`src/hdl/ptd_pkg.sv`:
```
`timescale 1ns / 1ps
package ptd_pkg;

    localparam int QUEUE_DEPTH = 2;

    localparam int ADDR_W = 5;
    localparam int DATA_W = 32;

    localparam logic [15:0] RANGE_MAX_MM = 16'd2000;
    localparam logic [15:0] RANGE_MIN_MM = 16'd30;
    localparam logic [7:0]  COUNT_CEIL   = 8'd255;

    localparam logic [2:0] REG_WEIGHT_PRESENT = 3'd0;
    localparam logic [2:0] REG_NEAR_LIMIT     = 3'd1;
    localparam logic [2:0] REG_DROP_LIMIT     = 3'd2;
    localparam logic [2:0] REG_FAR_LIMIT      = 3'd3;
    localparam logic [2:0] REG_SETTLE_TIME    = 3'd4;
    localparam logic [2:0] REG_HOLD_TIME      = 3'd5;
    localparam logic [2:0] REG_CONFIRM_COUNT  = 3'd6;

    localparam logic [2:0] CODE_IDLE       = 3'd0;
    localparam logic [2:0] CODE_ARRIVED    = 3'd1;
    localparam logic [2:0] CODE_MONITORING = 3'd2;
    localparam logic [2:0] CODE_ALERT      = 3'd3;
    localparam logic [2:0] CODE_COOLDOWN   = 3'd4;

    typedef enum logic [4:0] {
        PH_IDLE       = 5'b00001,
        PH_ARRIVED    = 5'b00010,
        PH_MONITORING = 5'b00100,
        PH_ALERT      = 5'b01000,
        PH_COOLDOWN   = 5'b10000
    } phase_t;

    typedef struct packed {
        logic signed [24:0] weight_raw;
        logic               weight_ready;
        logic [15:0]        range_raw;
        logic               range_timeout;
        logic [31:0]        now_ms;
    } sample_t;

    typedef struct packed {
        logic [2:0] phase_out;
        logic       arrive_event;
        logic       theft_event;
    } result_t;

    typedef struct packed {
        logic [22:0] weight_present;
        logic [10:0] near_limit;
        logic [23:0] drop_limit;
        logic [10:0] far_limit;
        logic [31:0] settle_time;
        logic [31:0] hold_time;
        logic [7:0]  confirm_count;
    } cfg_t;

    typedef struct packed {
        logic signed [24:0] weight;
        logic               dvalid;
        logic               idle_present;
        logic               arrived_absent;
        logic               monitor_far;
        logic [31:0]        now_ms;
    } cls_t;

    function automatic logic [7:0] count_up(input logic [7:0] c);
        return (c < COUNT_CEIL) ? c + 8'd1 : c;
    endfunction

    function automatic logic [7:0] count_down(input logic [7:0] c);
        return (c != 8'd0) ? c - 8'd1 : c;
    endfunction

    function automatic logic [2:0] phase_code(input phase_t p);
        logic [2:0] code;
        case (p)
            PH_IDLE:       code = CODE_IDLE;
            PH_ARRIVED:    code = CODE_ARRIVED;
            PH_MONITORING: code = CODE_MONITORING;
            PH_ALERT:      code = CODE_ALERT;
            PH_COOLDOWN:   code = CODE_COOLDOWN;
            default:       code = CODE_IDLE;
        endcase
        return code;
    endfunction

endpackage

```
`src/hdl/ptd_regs.sv`:
```
`timescale 1ns / 1ps
module ptd_regs (
    input  logic                         clk,
    input  logic                         rst_n,
    input  logic                         psel,
    input  logic                         penable,
    input  logic                         pwrite,
    input  logic [ptd_pkg::ADDR_W-1:0]   paddr,
    input  logic [ptd_pkg::DATA_W-1:0]   pwdata,
    output logic [ptd_pkg::DATA_W-1:0]   prdata,
    output ptd_pkg::cfg_t                cfg
);

    ptd_pkg::cfg_t cfg_reg;
    ptd_pkg::cfg_t cfg_next;
    logic [2:0]    index;
    logic          wr_en;

    assign index = paddr[4:2];
    assign wr_en = psel & penable & pwrite;

    always_comb
    begin
        cfg_next = cfg_reg;
        if (wr_en)
        begin
            case (index)
                ptd_pkg::REG_WEIGHT_PRESENT: cfg_next.weight_present = pwdata[22:0];
                ptd_pkg::REG_NEAR_LIMIT:     cfg_next.near_limit = pwdata[10:0];
                ptd_pkg::REG_DROP_LIMIT:     cfg_next.drop_limit = pwdata[23:0];
                ptd_pkg::REG_FAR_LIMIT:      cfg_next.far_limit = pwdata[10:0];
                ptd_pkg::REG_SETTLE_TIME:    cfg_next.settle_time = pwdata;
                ptd_pkg::REG_HOLD_TIME:      cfg_next.hold_time = pwdata;
                ptd_pkg::REG_CONFIRM_COUNT:  cfg_next.confirm_count = pwdata[7:0];
                default:                     cfg_next = cfg_reg;
            endcase
        end
    end

    always_ff @(posedge clk or negedge rst_n)
    begin
        if (!rst_n)
        begin
            cfg_reg.weight_present <= 23'd20000;
            cfg_reg.near_limit     <= 11'd300;
            cfg_reg.drop_limit     <= 24'd10000;
            cfg_reg.far_limit      <= 11'd400;
            cfg_reg.settle_time    <= 32'd3000;
            cfg_reg.hold_time      <= 32'd10000;
            cfg_reg.confirm_count  <= 8'd3;
        end
        else
        begin
            cfg_reg <= cfg_next;
        end
    end

    always_comb
    begin
        case (index)
            ptd_pkg::REG_WEIGHT_PRESENT: prdata = {9'd0, cfg_reg.weight_present};
            ptd_pkg::REG_NEAR_LIMIT:     prdata = {21'd0, cfg_reg.near_limit};
            ptd_pkg::REG_DROP_LIMIT:     prdata = {8'd0, cfg_reg.drop_limit};
            ptd_pkg::REG_FAR_LIMIT:      prdata = {21'd0, cfg_reg.far_limit};
            ptd_pkg::REG_SETTLE_TIME:    prdata = cfg_reg.settle_time;
            ptd_pkg::REG_HOLD_TIME:      prdata = cfg_reg.hold_time;
            ptd_pkg::REG_CONFIRM_COUNT:  prdata = {24'd0, cfg_reg.confirm_count};
            default:                     prdata = '0;
        endcase
    end

    assign cfg = cfg_reg;

endmodule

```
`src/hdl/ptd_front.sv`:
```
`timescale 1ns / 1ps
module ptd_front (
    input  ptd_pkg::sample_t sample,
    input  ptd_pkg::cfg_t    cfg,
    output ptd_pkg::cls_t    cls
);

    logic signed [24:0] weight;
    logic signed [25:0] weight_ext;
    logic signed [25:0] present_lim;
    logic signed [25:0] absent_lim;
    logic               dvalid;
    logic [15:0]        dpm_ext;
    logic [15:0]        dtm_ext;

    always_comb
    begin
        weight      = sample.weight_ready ? sample.weight_raw : 25'sd0;
        weight_ext  = {weight[24], weight};
        present_lim = $signed({3'b000, cfg.weight_present});
        absent_lim  = $signed({4'b0000, cfg.weight_present[22:1]});
        dpm_ext     = {5'd0, cfg.near_limit};
        dtm_ext     = {5'd0, cfg.far_limit};
        dvalid      = !sample.range_timeout
                      && (sample.range_raw <= ptd_pkg::RANGE_MAX_MM)
                      && (sample.range_raw >= ptd_pkg::RANGE_MIN_MM);

        cls.weight         = weight;
        cls.dvalid         = dvalid;
        cls.idle_present   = (weight_ext > present_lim) && dvalid
                             && (sample.range_raw < dpm_ext);
        cls.arrived_absent = (weight_ext < absent_lim)
                             || (dvalid && (sample.range_raw > dpm_ext));
        cls.monitor_far    = dvalid && (sample.range_raw > dtm_ext);
        cls.now_ms         = sample.now_ms;
    end

endmodule

```
`src/hdl/ptd_queue.sv`:
```
`timescale 1ns / 1ps
module ptd_queue #(
    parameter int DEPTH = ptd_pkg::QUEUE_DEPTH
) (
    input  logic          clk,
    input  logic          rst_n,
    input  logic          push,
    input  ptd_pkg::cls_t wr_data,
    output logic          full,
    input  logic          pop,
    output logic          valid,
    output ptd_pkg::cls_t rd_data
);

    localparam int PTR_W = (DEPTH > 1) ? $clog2(DEPTH) : 1;
    localparam int CNT_W = $clog2(DEPTH + 1);

    ptd_pkg::cls_t    mem [DEPTH];
    logic [PTR_W-1:0] wr_ptr_reg, wr_ptr_next;
    logic [PTR_W-1:0] rd_ptr_reg, rd_ptr_next;
    logic [CNT_W-1:0] count_reg, count_next;
    logic             do_push;
    logic             do_pop;

    assign full    = (count_reg == CNT_W'(DEPTH));
    assign valid   = (count_reg != '0);
    assign do_push = push && !full;
    assign do_pop  = pop && valid;
    assign rd_data = mem[rd_ptr_reg];

    always_comb
    begin
        wr_ptr_next = wr_ptr_reg;
        rd_ptr_next = rd_ptr_reg;
        count_next  = count_reg;
        if (do_push)
        begin
            wr_ptr_next = (wr_ptr_reg == PTR_W'(DEPTH - 1)) ? '0 : wr_ptr_reg + PTR_W'(1);
        end
        if (do_pop)
        begin
            rd_ptr_next = (rd_ptr_reg == PTR_W'(DEPTH - 1)) ? '0 : rd_ptr_reg + PTR_W'(1);
        end
        if (do_push && !do_pop)
        begin
            count_next = count_reg + CNT_W'(1);
        end
        else if (do_pop && !do_push)
        begin
            count_next = count_reg - CNT_W'(1);
        end
    end

    always_ff @(posedge clk or negedge rst_n)
    begin
        if (!rst_n)
        begin
            wr_ptr_reg <= '0;
            rd_ptr_reg <= '0;
            count_reg  <= '0;
        end
        else
        begin
            wr_ptr_reg <= wr_ptr_next;
            rd_ptr_reg <= rd_ptr_next;
            count_reg  <= count_next;
        end
    end

    always_ff @(posedge clk)
    begin
        if (do_push)
        begin
            mem[wr_ptr_reg] <= wr_data;
        end
    end

endmodule

```
`src/hdl/ptd_back.sv`:
```
`timescale 1ns / 1ps
module ptd_back (
    input  logic              clk,
    input  logic              rst_n,
    input  ptd_pkg::cfg_t     cfg,
    input  logic              item_valid,
    input  ptd_pkg::cls_t     item,
    output logic              item_take,
    output logic              empty,
    input  logic              pop,
    output ptd_pkg::result_t  result
);

    ptd_pkg::phase_t    phase_reg, phase_next;
    logic [31:0]        enter_time_reg, enter_time_next;
    logic signed [24:0] baseline_reg, baseline_next;
    logic [7:0]         present_count_reg, present_count_next;
    logic [7:0]         absent_count_reg, absent_count_next;
    logic [7:0]         theft_count_reg, theft_count_next;
    logic               out_valid_reg, out_valid_next;
    ptd_pkg::result_t   out_reg, out_next;

    logic [31:0]        elapsed;
    logic signed [25:0] drop;
    logic               theft_cond;
    logic [7:0]         cnt;
    logic               change;
    logic               arrive;
    logic               theft;
    ptd_pkg::phase_t    target;

    assign item_take = item_valid && (!out_valid_reg || pop);
    assign empty     = !out_valid_reg;
    assign result    = out_reg;

    always_comb
    begin
        elapsed    = item.now_ms - enter_time_reg;
        drop       = {baseline_reg[24], baseline_reg} - {item.weight[24], item.weight};
        theft_cond = (drop > $signed({2'b00, cfg.drop_limit})) && item.monitor_far;

        present_count_next = present_count_reg;
        absent_count_next  = absent_count_reg;
        theft_count_next   = theft_count_reg;
        baseline_next      = baseline_reg;
        phase_next         = phase_reg;
        enter_time_next    = enter_time_reg;
        out_valid_next     = out_valid_reg && !pop;
        out_next           = out_reg;
        change             = 1'b0;
        arrive             = 1'b0;
        theft              = 1'b0;
        target             = ptd_pkg::PH_IDLE;
        cnt                = 8'd0;

        if (item_take)
        begin
            case (phase_reg)
                ptd_pkg::PH_IDLE:
                begin
                    cnt = present_count_reg;
                    if (item.idle_present)
                    begin
                        cnt = ptd_pkg::count_up(present_count_reg);
                    end
                    else if (item.dvalid)
                    begin
                        cnt = ptd_pkg::count_down(present_count_reg);
                    end
                    present_count_next = cnt;
                    if (cnt >= cfg.confirm_count)
                    begin
                        change = 1'b1;
                        target = ptd_pkg::PH_ARRIVED;
                    end
                end
                ptd_pkg::PH_ARRIVED:
                begin
                    cnt = item.arrived_absent ? ptd_pkg::count_up(absent_count_reg)
                                              : ptd_pkg::count_down(absent_count_reg);
                    absent_count_next = cnt;
                    if (cnt >= cfg.confirm_count)
                    begin
                        change = 1'b1;
                        target = ptd_pkg::PH_IDLE;
                    end
                    else if (elapsed >= cfg.settle_time)
                    begin
                        baseline_next = item.weight;
                        arrive        = 1'b1;
                        change        = 1'b1;
                        target        = ptd_pkg::PH_MONITORING;
                    end
                end
                ptd_pkg::PH_MONITORING:
                begin
                    cnt = theft_count_reg;
                    if (theft_cond)
                    begin
                        cnt = ptd_pkg::count_up(theft_count_reg);
                    end
                    else if (item.dvalid)
                    begin
                        cnt = ptd_pkg::count_down(theft_count_reg);
                    end
                    theft_count_next = cnt;
                    if (cnt >= cfg.confirm_count)
                    begin
                        change = 1'b1;
                        target = ptd_pkg::PH_ALERT;
                    end
                end
                ptd_pkg::PH_ALERT:
                begin
                    theft  = 1'b1;
                    change = 1'b1;
                    target = ptd_pkg::PH_COOLDOWN;
                end
                ptd_pkg::PH_COOLDOWN:
                begin
                    if (elapsed >= cfg.hold_time)
                    begin
                        change = 1'b1;
                        target = ptd_pkg::PH_IDLE;
                    end
                end
                default:
                begin
                    change = 1'b1;
                    target = ptd_pkg::PH_IDLE;
                end
            endcase

            if (change)
            begin
                phase_next         = target;
                enter_time_next    = item.now_ms;
                present_count_next = 8'd0;
                absent_count_next  = 8'd0;
                theft_count_next   = 8'd0;
            end

            out_valid_next        = 1'b1;
            out_next.phase_out    = ptd_pkg::phase_code(phase_next);
            out_next.arrive_event = arrive;
            out_next.theft_event  = theft;
        end
    end

    always_ff @(posedge clk or negedge rst_n)
    begin
        if (!rst_n)
        begin
            phase_reg         <= ptd_pkg::PH_IDLE;
            enter_time_reg    <= '0;
            baseline_reg      <= '0;
            present_count_reg <= '0;
            absent_count_reg  <= '0;
            theft_count_reg   <= '0;
            out_valid_reg     <= 1'b0;
        end
        else
        begin
            phase_reg         <= phase_next;
            enter_time_reg    <= enter_time_next;
            baseline_reg      <= baseline_next;
            present_count_reg <= present_count_next;
            absent_count_reg  <= absent_count_next;
            theft_count_reg   <= theft_count_next;
            out_valid_reg     <= out_valid_next;
        end
    end

    always_ff @(posedge clk)
    begin
        out_reg <= out_next;
    end

endmodule

```
`src/hdl/parcel_theft_detector_fsm_top.sv`:
```
`timescale 1ns / 1ps
// The detector takes one sensor sample per clock while the queue is not full, and returns
// exactly one result beat per sample, in order. A pushed sample is classified against the
// thresholds on the way into a short queue, and the phase machine takes it from the queue when
// the output register is empty or being popped; its result is held in the output register,
// which drives the result ports. The phase machine takes one sample per cycle while results
// are popped; the queue and the output register let either side stall without losing a beat.
// Write the registers only while no sample is in flight.
module parcel_theft_detector_fsm_top #(
    parameter int QUEUE_DEPTH = ptd_pkg::QUEUE_DEPTH
) (
    input  logic                       clk,
    input  logic                       rst_n,
    input  logic                       push,
    output logic                       full,
    input  ptd_pkg::sample_t           sample,
    output logic                       empty,
    input  logic                       pop,
    output ptd_pkg::result_t           result,
    input  logic                       psel,
    input  logic                       penable,
    input  logic                       pwrite,
    input  logic [ptd_pkg::ADDR_W-1:0] paddr,
    input  logic [ptd_pkg::DATA_W-1:0] pwdata,
    output logic [ptd_pkg::DATA_W-1:0] prdata,
    output logic                       pready
);

    ptd_pkg::cfg_t cfg;
    ptd_pkg::cls_t cls_in;
    ptd_pkg::cls_t cls_out;
    logic          q_valid;
    logic          q_take;

    assign pready = 1'b1;

    ptd_regs u_regs (
        .clk     (clk),
        .rst_n   (rst_n),
        .psel    (psel),
        .penable (penable),
        .pwrite  (pwrite),
        .paddr   (paddr),
        .pwdata  (pwdata),
        .prdata  (prdata),
        .cfg     (cfg)
    );

    ptd_front u_front (
        .sample (sample),
        .cfg    (cfg),
        .cls    (cls_in)
    );

    ptd_queue #(
        .DEPTH (QUEUE_DEPTH)
    ) u_queue (
        .clk     (clk),
        .rst_n   (rst_n),
        .push    (push),
        .wr_data (cls_in),
        .full    (full),
        .pop     (q_take),
        .valid   (q_valid),
        .rd_data (cls_out)
    );

    ptd_back u_back (
        .clk        (clk),
        .rst_n      (rst_n),
        .cfg        (cfg),
        .item_valid (q_valid),
        .item       (cls_out),
        .item_take  (q_take),
        .empty      (empty),
        .pop        (pop),
        .result     (result)
    );

endmodule

```
`config.mk`:
```
export PLATFORM = sky130hd
export DESIGN_NAME = parcel_theft_detector_fsm_top
export DESIGN_NICKNAME = d
export VERILOG_FILES = /design/src/hdl/ptd_pkg.sv /design/src/hdl/ptd_regs.sv /design/src/hdl/ptd_front.sv /design/src/hdl/ptd_queue.sv /design/src/hdl/ptd_back.sv /design/src/hdl/parcel_theft_detector_fsm_top.sv
export SDC_FILE = /design/constraint.sdc
export NUM_CORES = 1
export LEC_CHECK = 0
export ABC_AREA = 0
export BUFFER_PORTS_ARGS = -buffer_cell sky130_fd_sc_hd__buf_2
export CAP_MARGIN = 20
export CORE_MARGIN = 4
export CORE_UTILIZATION = 55
export CTS_BUF_LIST = sky130_fd_sc_hd__clkbuf_4
export DETAILED_ROUTE_END_ITERATION = 8
export PLACE_DENSITY = 0.85
export SLEW_MARGIN = 20
export SYNTH_ARGS = -nofsm -noshare
export SYNTH_HDL_FRONTEND = slang
export SYNTH_SLANG_ARGS = --single-unit
export TNS_END_PERCENT = 50
```
`constraint.sdc`:
```
create_clock -name clk -period 16.47 [get_ports clk]
set_clock_uncertainty 0.05 [all_clocks]
set_input_delay 1.647 -clock clk [delete_from_list [all_inputs] [get_ports clk]]
set_output_delay 1.647 -clock clk [all_outputs]
set_load 0.1 [all_outputs]
```
==> results.txt, run 1 <==
Largest register FFs = 141
Crit Path Category = flip-flop to flip-flop
# setup viols final = 0
Area Overhead vs Synth = 11.3%
CTS Buf Count = 95
Share of the synthesized area in the top cell type = 0.217
Post-Synth Adder-Cell Area = 0.135
ANT nets after route = 0
Mux share of post-synthesis cell area = 0.0872
Xor-xnor portion of the synthesized cell area = 0.0239
Initial core utilization = 0.560
Crit path buf inv count = 1
Clock latency at the later pin of the worst-skew pair = 0.86 ns
Final hold violation count = 0
Vias in the first global route = 18600
Min Tclk post-route = 9.09 ns
Fin util = 0.624
Largest area contributor in the netlist = dfrtp_1
DR iter-0 viols = 1493
Hold_buf cts = 0
Pwr Density = 228 nW/um^2
Layout cell share with drive strength beyond 1 = 0.184
Routed wire per std cell = 19.5 um
PostCTS Resize Cnt = 0
Outcome = completed
RSZ-0062 raised after global routing = false
Post-synthesis sequential area ratio = 0.418
Gr usage total = 0.269
Hold Path Class = flip-flop to flip-flop
Row cnt = 74
Final GP Congestion = 0.959
Largest stage delay, worst path = 0.77 ns
LEAKAGE = 11.8 nW
CTS H-tree depth = 3
Post-route cell area = 25700 sq um
Placement Cell Area = 24400 sq um
Post-Synth Simple-Gate Area = 0.123
CP required = 17.18 ns
Syn avg cell area = 9.82 sq um
Post-CTS setup buffer count = 0
Dpl hpwl = 45400 um
Pins over their slew limit = 0
Drt total wl = 61600 um
Top-count cell post-synth = ha_1
Vias = 18900
Ys flop type = dfrtp_1
Mapped Cells = 2351
CTS Root Cell = clkbuf_4
Worst-Margin Slew = 0.983 ns
Die height = 213 um
Max Root-Sink Buffers = 3
CTS clk-pin slew, worst paths = 0.07 ns
First-pass GRT wire length = 96600 um
Max stage delay cell, worst path = dfrtp_4
Relative slew slack = 0.345
Synth Cell Area = 23100 sq um
Largest net degree at the start of global routing = 104
Net Count, Synth = 2717
IR Drop Worst-Case VDD = 0.000129 V
MaxCap Viol Count = 0
Final net count = 2906
Seq cells post-synth = 359
Critical Path End Type = flip-flop
Final TNS setup = 0 ns
Total grt overflow = 0
Post-synth ARST share = 0.646
Vias/cell = 5.98
IO buf count = 155
First-pass detailed-route iteration total = 5
Core Region = 41200 sq um
Full die area = 45300 sq um
Critical Path AT = 9.80 ns
Residual DRC = 0
Max Freq = 0.110 GHz
Largest family of logic cells by synthesized area = compound AO/OA/AOI/OAI gates
Synth Area in Compound Gates = 0.161
Sequential cell area = 9660 sq um
Area of the multi-input gates = 12200 sq um
EDFF count, synth = 127
Critical Path Source Type = flip-flop
Warnings, synthesis = 0
Synth cell count leaders = ha_1, nand2_1, inv_1
IO Count = 159
Synth unique cells = 91
Largest delay share family, worst path = compound AO/OA/AOI/OAI gates
CP Max Fanout = 27
CTS tree = done
Final cycle utilization of the critical path = 0.552
Initial antenna violation count = 7
Most common cell on crit path = o21ai_0
Die width = 213 um
Clock Sinks = 359
Largest cells by area after synthesis = dfrtp_1, edfxtp_1, ha_1
Filler cells = 3299
## per-stage QoR
stage / total power [mW] / setup WS [ns] / instances / hold slack, ns
6_report: 5.87 / 7.38 / 3159 / 0.463
4_1_cts: 5.82 / 7.34 / 3150 / 0.468
2_1_floorplan: 4.05 / 8.41 / 2351 / 0.411
3_5_place_dp: 4.96 / 7.42 / 2975 / 0.454
5_1_grt: 6.34 / 7.14 / 3159 / 0.497
3_3_place_gp: 4.78 / 7.46 / 2975 / 0.435
## per-layer routing
metal  up-vias  part of all wire  track usage
met1      9060              0.42        0.358
met3       156             0.076       0.0498
met2       772              0.46        0.437
met5         -           0.00021            0
li1       8893                 -            -
met4         2             0.038        0.109
## worst paths after layout
kind / from / to / slack, ns / cells past startpoint
min in group asynchronous: rst_n / u_regs.cfg[85] / 0.81 / 1
worst min register to register: u_back.out_valid_reg / u_back.out_valid_reg / 0.46 / 2
worst min-delay path: u_back.out_valid_reg / u_back.out_valid_reg / 0.46 / 2
worst max-delay path: u_queue.rd_ptr_reg / u_back.theft_count_reg[3] / 7.38 / 32
max in group asynchronous: rst_n / u_queue.rd_ptr_reg / 14.08 / 2
worst max register to register: u_queue.rd_ptr_reg / u_back.theft_count_reg[3] / 7.38 / 32
## tightest hold or removal path: cells and delay by family (launching register included)
family	cells	cell delay, ns
simple gates	2	0.14
flops	1	0.34
## layout make-up
| class | count | area share |
|---|---|---|
| multi-input cells | 1675 | 0.476 |
| flip-flops and latches | 359 | 0.376 |
| clock buffers | 137 | 0.0400 |
| repair buffers | 174 | 0.0361 |
| inverters | 235 | 0.0343 |
| well taps | 532 | 0.0259 |
| clock inverters | 38 | 0.0102 |
| diodes | 9 | 0.000877 |
## cells in the final DEF (no fill, tap or decap), drive strengths merged, types with 18 or more instances in the layout
master	Yosys	layout
ha	245	245
nand2	238	238
inv	235	237
o21ai	234	234
dfrtp	200	200
buf	21	174
clkbuf	61	137
edfxtp	127	127
a21oi	109	109
nor2	109	109
mux2i	102	102
mux2	78	78
nand3	47	47
xnor2	45	45
a21o	42	42
dfstp	32	32
nand4	31	31
clkinv	0	31
and2	30	30
o21a	28	28
nor3	27	27
and3	26	26
o22ai	23	23
a211oi	21	21
nand2b	18	18
xor2	18	18
nor2b	18	18
## kinds of logic after synthesis
logic type,count (synthesis)
adder cells (fa/ha/maj),247
flip-flops,359
multiplexers,185
XOR/XNOR,63
AND/OR/NAND/NOR,592
buffers and inverters,317
AO/OA/AOI/OAI,587
other,1
## report_power, final
part	switching [mW]	total (mW)	leakage [nW]	internal (mW)
Combinational	2.26	3.70	7.18	1.44
Sequential	0.141	1.34	3.89	1.20
Clock	0.385	0.832	0.765	0.447
Total	2.78	5.87	11.8	3.09
No activity file was read; power rests on OpenSTA's default activity.
==> run 2: changes to the inputs <==
PLACE_DENSITY = 0.87   (was 0.85)
clock period = 7.6 ns   (was 16.47 ns; I/O delays follow)
==> results.txt, run 2 (synthesis results as in run 1) <==
Outcome = completed
Full die area = 45300 sq um (unchanged)
Clock latency at the later pin of the worst-skew pair = 0.80 ns (-0.06 ns)
First-pass detailed-route iteration total = 6 (+1)
Critical Path Source Type = flip-flop
First-pass GRT wire length = 98600 um (+2.0%)
Area of the multi-input gates = 12400 sq um (+1.4%)
# setup viols final = 0 (unchanged)
Final worst slack = 0.269 ns (-7.11 ns)
Worst hold slack = 0.105 ns (-0.358 ns)
Final hold violation count = 0 (unchanged)
Worst flop-to-flop path endpoint = u_back.theft_count_reg[3]
Core Region = 41200 sq um (unchanged)
Post-route cell area = 26200 sq um (+2.0%)
Switching share of total power = 0.467 (-0.00710)
Die width = 213 um (unchanged)
Die height = 213 um (unchanged)
Row cnt = 74 (unchanged)
Dpl hpwl = 46200 um (+1.9%)
Vias in the first global route = 19000 (+2.2%)
Relative slew slack = 0.290 (-0.0543)
Vias/cell = 5.97 (-0.11%)
Most common cell after layout, fill and taps aside = ha_1
CTS Root Cell = clkbuf_4
Most common cell on crit path = o21ai_1
Max Freq = 0.136 GHz (+24%)
Initial antenna violation count = 6 (-1)
CTS H-tree depth = 3 (unchanged)
Hold Path Class = input port to flip-flop
CTS clk-pin slew, worst paths = 0.07 ns (about the same)
Pins over their slew limit = 0 (unchanged)
IO Count = 159 (unchanged)
Largest delay share family, worst path = compound AO/OA/AOI/OAI gates
CTS tree = done
Max stage delay cell, worst path = dfrtp_4
Sequential share of power = 0.218 (-0.011)
ANT nets after route = 0 (unchanged)
Crit path buf inv count = 2 (+1)
Placement Cell Area = 24600 sq um (+0.84%)
Critical Path AT = 7.90 ns (-1.90 ns)
Sequential cell area = 9660 sq um (unchanged)
Origin of the critical flop-to-flop path = u_queue.rd_ptr_reg
RSZ-0062 raised after global routing = true
R2R cell count = 33 (+3.1%)
Routed wire per std cell = 19.8 um (+1.4%)
DR iter-0 viols = 1352 (-9.4%)
Gate power share = 0.649 (+0.019)
Residual DRC = 0 (unchanged)
Min Tclk post-route = 7.33 ns (-1.76 ns)
Pwr Density = 505 nW/um^2 (+120%)
Most frequent cells in the layout = ha_1, nand2_1, inv_1
Worst-Margin Slew = 1.06 ns (+0.0744 ns)
Clock Sinks = 359 (unchanged)
Final GP Congestion = 0.966 (+0.76%)
Largest stage delay, worst path = 0.48 ns (-0.29 ns)
MaxCap Viol Count = 0 (unchanged)
Final cycle utilization of the critical path = 0.965 (+0.413)
Largest net degree at the start of global routing = 141 (+36%)
Largest register FFs = 141 (unchanged)
HP Start = sample[3]
CP required = 8.17 ns (-9.01 ns)
Max Root-Sink Buffers = 3 (unchanged)
Drt total wl = 63000 um (+2.4%)
Crit Path Category = flip-flop to flip-flop
Area Overhead vs Synth = 13.5%
IO buf count = 155 (unchanged)
Filler cells = 3196 (-3.1%)
IR Drop Worst-Case VDD = 0.000253 V (+96%)
Total grt overflow = 0 (unchanged)
Worst Hold Path EP = u_queue.mem[1][3]
Critical Path End Type = flip-flop
LEAKAGE = 12.0 nW (+1.7%)
Clock network fraction of total power = 0.132 (-0.010)
Gr usage total = 0.274 (+0.00526)
Pre-CTS WS = -0.0422 ns (-7.46 ns)
Initial core utilization = 0.560 (unchanged)
Final net count = 2940 (+1.2%)
Vias = 19000 (+0.81%)
Flop2flop setup slack = 0.27 ns (-7.11 ns)
Int Pwr = 7.06 mW (+130%)
Hold Path Cell Cnt = 1 (-1)
CP Max Fanout = 8 (-70%)
CTS Buf Count = 94 (-1.1%)
Sw power = 6.18 mW (+120%)
Layout cell share with drive strength beyond 1 = 0.203 (+0.0184)
## run 2: cell count changes in the layout (fill, tap and decap cells not counted), sizes merged
cell         previous run  this run
dlygate4sd3             0         1
bufinv                  4         3
buf                   174       205
clkbuf                137       138
inv                   237       236
diode                   9         4
clkinv                 31        34
## run 2: repair_timing
item / 4_1_cts / 5_1_grt
endpoints found under the hold margin: 79 / 0
buffers inserted: 0 / 10
setup endpoints to repair: 45 / 70
pin swaps: 0 / 24
hold buffers: 1 / 0
cloned: 0 / 3
resized for setup: 4 / 51
## run 2: how the worst max path moves through the flow
stage | from | to | slack, ns | cells past startpoint
finish | u_queue.rd_ptr_reg | u_back.theft_count_reg[3] | 0.27 | 33
detailed placement | u_queue.rd_ptr_reg | u_back.enter_time_reg[20] | -0.04 | 33
CTS | u_queue.rd_ptr_reg | u_back.enter_time_reg[20] | 0.03 | 34
floorplan | u_queue.rd_ptr_reg | u_back.present_count_reg[0] | 0.02 | 36
global route | u_queue.rd_ptr_reg | u_back.theft_count_reg[3] | -0.06 | 33
global placement | u_queue.rd_ptr_reg | u_back.theft_count_reg[3] | 0.21 | 33
## run 2: power groups by stage
stage	Sequential [mW]	Clock (mW)	Combinational, mW
final	2.89	1.75	8.60
after global routing	2.94	1.89	9.46
after CTS	2.88	1.79	8.10
after detailed placement	2.91	0	8.02
after global placement	2.88	0	7.63
after floorplan	2.89	0	5.89
## run 2: per-layer routing
metal | GRT usage | vias up | routed length (um)
li1 | - | 8958 | -
met1 | 0.359 | 9158 | 26200
met2 | 0.434 | 740 | 28900
met3 | 0.0602 | 176 | 4890
met4 | 0.134 | 4 | 2980
met5 | 0 | - | 34
## run 2: area by class of cell
class | instances | area share
diodes | 4 | 0.000382
clock buffers | 135 | 0.0387
clock inverters | 39 | 0.00922
inverters | 235 | 0.0337
multi-input cells | 1675 | 0.474
flip-flops and latches | 359 | 0.369
well taps | 532 | 0.0254
repair buffers | 209 | 0.0500
## run 2: through the flow
stage	util	TNS (ns)	total power [mW]	instances
2_1_floorplan	-	0	8.78	2351
3_3_place_gp	0.597	0	10.5	2996
3_5_place_dp	0.597	-0.590	10.9	2996
4_1_cts	0.628	0	12.8	3171
5_1_grt	0.636	-0.706	14.3	3188
6_report	0.636	0	13.2	3188
